`config.mk`:
```
export PLATFORM = sky130hd
export DESIGN_NAME = art_ram
export DESIGN_NICKNAME = d
export VERILOG_FILES = /design/src/art_ram.sv
export SDC_FILE = /design/constraint.sdc
export NUM_CORES = 1
export LEC_CHECK = 0
export BUFFER_PORTS_ARGS = -buffer_cell sky130_fd_sc_hd__buf_4
export CORE_UTILIZATION = 55
export CTS_CLUSTER_SIZE = 28
export DETAILED_ROUTE_END_ITERATION = 7
export PLACE_DENSITY = 0.73
export SLEW_MARGIN = 40
export SYNTH_ARGS = -nofsm -noshare
export SYNTH_HDL_FRONTEND = slang
export SYNTH_SLANG_ARGS = --single-unit
```
`constraint.sdc`:
```
create_clock -name i_clk -period 2.4 [get_ports i_clk]
set_input_delay 0.72 -clock i_clk [delete_from_list [all_inputs] [get_ports i_clk]]
set_output_delay 0.72 -clock i_clk [all_outputs]
set_load 0.02 [all_outputs]
```
`src/art_ram.sv`:
```
`timescale 1ns / 1ps
// ----------------------------------------------------------------------------
// art_ram: generic simple dual-port synchronous RAM
// One write and one read per cycle, read data registered.
// ----------------------------------------------------------------------------
module art_ram #(
    parameter int unsigned WIDTH = 8,
    parameter int unsigned DEPTH = 16
) (
    input  logic                     i_clk,
    input  logic                     i_we,
    input  logic [$clog2(DEPTH)-1:0] i_waddr,
    input  logic [WIDTH-1:0]         i_wdata,
    input  logic [$clog2(DEPTH)-1:0] i_raddr,
    output logic [WIDTH-1:0]         o_rdata
);
    logic [WIDTH-1:0] r_mem [DEPTH];

    always_ff @(posedge i_clk) begin
        if (i_we) begin
            r_mem[i_waddr] <= i_wdata;
        end
        o_rdata <= r_mem[i_raddr];
    end
endmodule

```
==> results of run 1 <==
[power by group]
group	leakage [nW]	switching (W)	internal, W
Combinational	0.611	0.000153	0.000126
Sequential	1.22	0.0000158	0.00266
Clock	0.273	0.000933	0.00168
Total	2.11	0.00110	0.00447
[cells in the mapped netlist]
library cell	instances	area, µm²
nor2b_1	1	6.26
edfxtp_1	128	3840
clkdlybuf4s25_2	3	30.0
nor2_1	13	48.8
buf_6	3	33.8
and2_1	1	6.26
mux4_2	18	405
buf_2	3	15.0
or3b_2	1	8.76
nand2b_1	2	12.5
and2b_1	1	7.51
dfxtp_1	8	160
nor3_1	4	20.0
nand3b_1	2	15.0
nand3_1	1	5.00
a22oi_1	16	120
nand2_1	9	33.8
mux4_1	14	368
buf_4	1	7.51
[metal layers]
metal	wire length (µm)	up-vias	GRT usage (%)
met5	0	-	0
li1	-	1083	-
met1	4040	1248	30.9
met3	709	20	6.17
met4	255	0	12.7
met2	4420	105	31.6
[layout make-up]
class	count	share of cell area, %
Sequential cell	136	64.9
Multi-Input combinational cell	83	17.1
Clock buffer	20	6.89
Timing Repair Buffer	46	6.00
Clock inverter	12	2.90
Tap cell	108	2.19
[metrics by stage]
stage                     worst slack [ps]  utilization [%]  cells  hold WS, ps
after floorplan                        187                -    229          629
after global placement                 314             62.6    373          647
after global routing                   616             69.4    405          500
final                                  639             69.4    405          497
after detailed placement               305             62.6    373          655
after CTS                              614             69.4    405          480
[logic make-up after synthesis]
group           after synthesis  synth area share (%)
mux                          32                  15.0
compound gates               16                  2.33
buf+inv                      10                  1.68
simple gates                 35                  3.18
flops                       136                  77.8
[sequential cells by signal, summed over array words and instances, names as in the netlist]
signal / flops
o_rdata: 8
r_mem: 128
[layout by cell type, fill, tap and decap left out, types with 3 or more instances in the layout]
master and n:
edfxtp_1 128, buf_4 44, mux4_2 18, a22oi_1 16, clkbuf_16 16, mux4_1 14, nor2_1 13, nand2_1 9
dfxtp_1 8, clkinvlp_4 6, nor3_1 4, bufinv_16 4, clkbuf_1 3
[path summary, 6_finish.rpt]
check        cells past startpoint                   start  slack [ps]                     end
min                              1              i_wdata[3]         500  r_mem[12][3]$_DFFE_PP_
max reg2reg                      3   r_mem[6][0]$_DFFE_PP_        1040      o_rdata[0]$_DFF_P_
max                              1      o_rdata[7]$_DFF_P_         640              o_rdata[7]
min reg2reg                      3  r_mem[15][1]$_DFFE_PP_         670      o_rdata[1]$_DFF_P_
==> results.sh, run 1 <==
export IMPL_rsz0062_at_grt="no"
export IMPL_core_um2=8890
export IMPL_drv_slew=0
export IMPL_finalInstanceArea_um2=6170
export IMPL_post_cts_buffers=0
export IMPL_setup_viol=0
export IMPL_cts_resized=0
export IMPL_drv_cap=0
export IMPL_finalHoldViolations=0
export IMPL_drive_gt1_share_pct=31.6
export IMPL_synth_nets=247
export IMPL_cts_clk_slew_worst_paths_ps=60
export IMPL_cts_sinks=136
export IMPL_grt_max_degree=33
export IMPL_grt_pass1_vias=2449
export IMPL_ant_nets=0
export IMPL_crit_required_ps=1680
export IMPL_worstMarginPinSlew_ps=446
export IMPL_synth_seq_cells=136
export IMPL_placed_cell_area_um2=5570
export IMPL_nFillCells=528
export IMPL_cts_root_buf="clkbuf_8"
export IMPL_portBuffers=25
export IMPL_h_tree_depth=4
export IMPL_grt_first_pass_wirelength_um=14600
export IMPL_cp_start_kind="flop"
export IMPL_io_pins=26
export IMPL_min_period_over_period_pct=73.4
export IMPL_endpoint_kind="primary output"
export IMPL_finClkSkew_ps=5.90
export IMPL_fin_nets=302
export IMPL_die_area_um2=9750
export IMPL_synth_warnings=0
export IMPL_overflow=0
export IMPL_drc_errors=0
export IMPL_post_drt_wl_per_cell_um=23.3
export IMPL_rows=34
export IMPL_clk_insertion_delay_late_ps=520
export IMPL_slowest_stage="dfxtp_1"
export IMPL_fin_crit_ps=1760
export IMPL_outcome="completed"
export IMPL_leakage_nw=2.11
export IMPL_power_density_nw_per_um2=902
export IMPL_drt_iter0_markers=208
export IMPL_cts_buffer_depth=2
export IMPL_vdd_drop_max_v=0.000570
export IMPL_synth_yosys_seq_area_share_pct=77.8
export IMPL_cts_hold_buf=0
export IMPL_synthesis_area_um2=5150
export IMPL_antenna_cells=0
export IMPL_vias=2456
export IMPL_dp_hpwl_um=5690
export IMPL_vias_per_cell=6.06
export IMPL_avgSynthCellArea_um2=22.5
export IMPL_crit_chain="buf_4"
export IMPL_dr_pass1_iters=5
export IMPL_initial_core_util_pct=57.9
export IMPL_antenna_found_initial=0
export IMPL_routed_wirelength_um=9420
export IMPL_multi_input_area_um2=1060
export IMPL_seqCellArea_um2=4000
export IMPL_numCtsBuffers=17
export IMPL_max_slew_margin_pct=70.3
export IMPL_die_h_um=98.7
export IMPL_cpPeakStageDelay_ps=370
export IMPL_grt_usage_pct=22.1
export IMPL_dieWidth_um=98.7
export IMPL_worst_setup_path_type="reg2out"
export IMPL_crit_fanout=1
export IMPL_crit_buf_inv=1
export IMPL_synthCells=229
export IMPL_syn2layout_area_growth_pct=19.9
export IMPL_cts_tree="built"
export IMPL_hold_path_class="in2reg"
export IMPL_design_power_total_w=0.00557
export IMPL_gp_congestion=0.757
export IMPL_fin_setup_tns_ps=0
export IMPL_critical_path_top_delay_family="flip-flops"
export IMPL_yosysUniqueCellTypes=19
export IMPL_cp_arrival_ps=1040
export IMPL_timing_fmax_ghz=0.568
Power figures use the tool's default switching activity.
==> run 2: changes to the inputs <==
- CORE_UTILIZATION: 55 -> 54
- PLACE_DENSITY: 0.73 -> 0.74
- clock period: 2.4 -> 1.4 ns (I/O delays scaled with it)
==> results.sh, run 2 (synthesis gave the netlist of run 1 again) <==
export IMPL_design_power_total_w=0.00977
export IMPL_vdd_drop_max_v=0.000919
export IMPL_leakage_nw=2.22
export IMPL_crit_buf_inv=1
export IMPL_finalHoldViolations=0
export IMPL_worst_slack_ps=-17.6
export IMPL_cts_root_buf="clkbuf_8"
export IMPL_cts_tree="built"
export IMPL_placed_cells=415
export IMPL_finClkSkew_ps=15.0
export IMPL_cts_clk_slew_worst_paths_ps=60
export IMPL_cp_arrival_ps=1000
export IMPL_multi_input_area_um2=1060
export IMPL_drc_errors=0
export IMPL_routed_wirelength_um=9870
export IMPL_ant_nets=0
export IMPL_crit_start="o_rdata[7]$_DFF_P_"
export IMPL_crit_fanout=1
export IMPL_sequentialPowerShare_pct=47.0
export IMPL_drt_iter0_markers=207
export IMPL_wl_met3_um=537
export IMPL_largest_register_ffs=128
export IMPL_layout_commonest_cell="edfxtp_1"
export IMPL_post_drt_wl_per_cell_um=22.1
export IMPL_antenna_found_initial=0
export IMPL_crit_end="o_rdata[7]"
export IMPL_post_place_ws_ps=-360
export IMPL_initial_core_util_pct=55.7
export IMPL_cts_sinks=136
export IMPL_core_um2=9240
export IMPL_cpPeakStageDelay_ps=350
export IMPL_grt_usage_pct=22.8
export IMPL_met1_length_um=4190
export IMPL_clk_insertion_delay_late_ps=530
export IMPL_slowest_stage="dfxtp_2"
export IMPL_fin_crit_ps=1420
export IMPL_largest_register="r_mem"
export IMPL_r2r_end="o_rdata[2]$_DFF_P_"
export IMPL_cts_hold_buf=0
export IMPL_rows=35
export IMPL_die_h_um=99.6
export IMPL_rsz0062_at_grt="yes"
export IMPL_seqCellArea_um2=4010
export IMPL_drv_cap=0
export IMPL_portBuffers=25
export IMPL_r2r_start="r_mem[3][2]$_DFFE_PP_"
export IMPL_h_tree_depth=4
export IMPL_worstMarginPinSlew_ps=769
export IMPL_crit_required_ps=980
export IMPL_nFillCells=551
export IMPL_met2_length_um=5000
export IMPL_finalInstanceArea_um2=6440
export IMPL_reg_top3="r_mem: 128 flops, o_rdata: 8 flops"
export IMPL_violations="negative setup slack"
export IMPL_hold_path_class="in2reg"
export IMPL_cts_buffer_depth=2
export IMPL_dieWidth_um=99.6
export IMPL_vias=2534
export IMPL_gp_congestion=0.764
export IMPL_drv_slew=0
export IMPL_crit_chain="buf_6"
export IMPL_setup_viol=2
export IMPL_critical_path_top_delay_family="flip-flops"
export IMPL_worst_setup_path_type="reg2out"
export IMPL_combinationalPowerShare_pct=5.6
export IMPL_antenna_cells=0
export IMPL_overflow=0
export IMPL_placed_cell_area_um2=5780
export IMPL_post_cts_buffers=0
export IMPL_cp_depth=1
export IMPL_top_layer="met4"
export IMPL_grt_first_pass_wirelength_um=15200
export IMPL_final_cell_mix="edfxtp_1 (128), buf_4 (55), mux4_2 (31)"
export IMPL_vias_per_cell=5.67
export IMPL_endpoint_kind="primary output"
export IMPL_numCtsBuffers=17
export IMPL_pwr_share_clk_pct=47.3
export IMPL_outcome="finished with violations"
export IMPL_cp_start_kind="flop"
export IMPL_r2r_slack_ps=80
export IMPL_dp_hpwl_um=6680
export IMPL_rr_worst_depth=3
export IMPL_timing_fmax_ghz=0.705
export IMPL_fin_nets=323
export IMPL_hold_ws_ps=198
export IMPL_grt_pass1_vias=2627
export IMPL_switching_share_pct=19.1
export IMPL_final_instance_count_excl_fill=447
export IMPL_dr_pass1_iters=4
export IMPL_max_slew_margin_pct=48.6
export IMPL_power_density_nw_per_um2=1520
export IMPL_internal_power_w=0.00791
export IMPL_die_area_um2=9930
export IMPL_min_period_over_period_pct=101
export IMPL_io_pins=26
export IMPL_syn2layout_area_growth_pct=25.2
export IMPL_grt_max_degree=18
export IMPL_switchingPower_w=0.00186
export IMPL_drive_gt1_share_pct=44.7
## run 2: cell types whose count changed in the layout (fill, tap and decap cells not counted), moves of 8 or more
| cell | previous run | this run |
|---|---|---|
| buf_6 | 0 | 8 |
| dfxtp_2 | 0 | 8 |
| mux4_2 | 18 | 31 |
| mux4_1 | 14 | 1 |
| buf_4 | 44 | 55 |
| dfxtp_1 | 8 | 0 |
## run 2: worst min-delay path by stage
| stage | startpoint | to | slack, ps | cells after the start |
|---|---|---|---|---|
| after floorplan | i_wdata[0] | r_mem[0][0]$_DFFE_PP_ | 520 | 0 |
| after CTS | i_wdata[5] | r_mem[5][5]$_DFFE_PP_ | 190 | 1 |
| after global routing | i_wdata[5] | r_mem[5][5]$_DFFE_PP_ | 190 | 1 |
| after global placement | r_mem[7][6]$_DFFE_PP_ | o_rdata[6]$_DFF_P_ | 650 | 3 |
| final | i_wdata[1] | r_mem[10][1]$_DFFE_PP_ | 200 | 1 |
| after detailed placement | r_mem[7][6]$_DFFE_PP_ | o_rdata[6]$_DFF_P_ | 670 | 3 |
## run 2: metal layers
layer | vias to the layer above | track usage, %
met5 | - | 0
met4 | 0 | 11.9
met3 | 8 | 5.69
met2 | 98 | 35.5
met1 | 1311 | 30.1
li1 | 1117 | -
## run 2: power groups by stage
| stage | clock network (W) | registers, W | logic (W) |
|---|---|---|---|
| detailed placement | 0 | 0.00467 | 0.000534 |
| finish | 0.00463 | 0.00460 | 0.000550 |
| global route | 0.00485 | 0.00460 | 0.000587 |
| CTS | 0.00468 | 0.00460 | 0.000556 |
| floorplan | 0 | 0.00469 | 0.000259 |
| global placement | 0 | 0.00467 | 0.000523 |
## run 2: worst reg2reg max path, stage by stage, from the launching register on
cell      delay (ps)
edfxtp_1         360
mux4_2           490
a22oi_1          270
nand2_1           90
## run 2: metrics by stage
stage               utilization [%]  TNS, ps
finish                         69.7    -25.7
global placement               62.5   -20340
global route                   69.7     -184
floorplan                         -    -2040
detailed placement             62.5   -23190
CTS                            69.7     -124
## run 2: what timing repair did
item / 4_1_cts / 5_1_grt
resized for setup: 16 / 0
cloned: 0 / 0
endpoints found under the setup margin: 8 / 8
## run 2: final cells by class
| cell class | instances | share of cell area (%) |
|---|---|---|
| flip-flops and latches | 136 | 62.3 |
| clock buffers | 25 | 7.52 |
| multi-input cells | 83 | 16.4 |
| well taps | 129 | 2.51 |
| repair buffers | 67 | 9.05 |
| clock inverters | 7 | 2.18 |
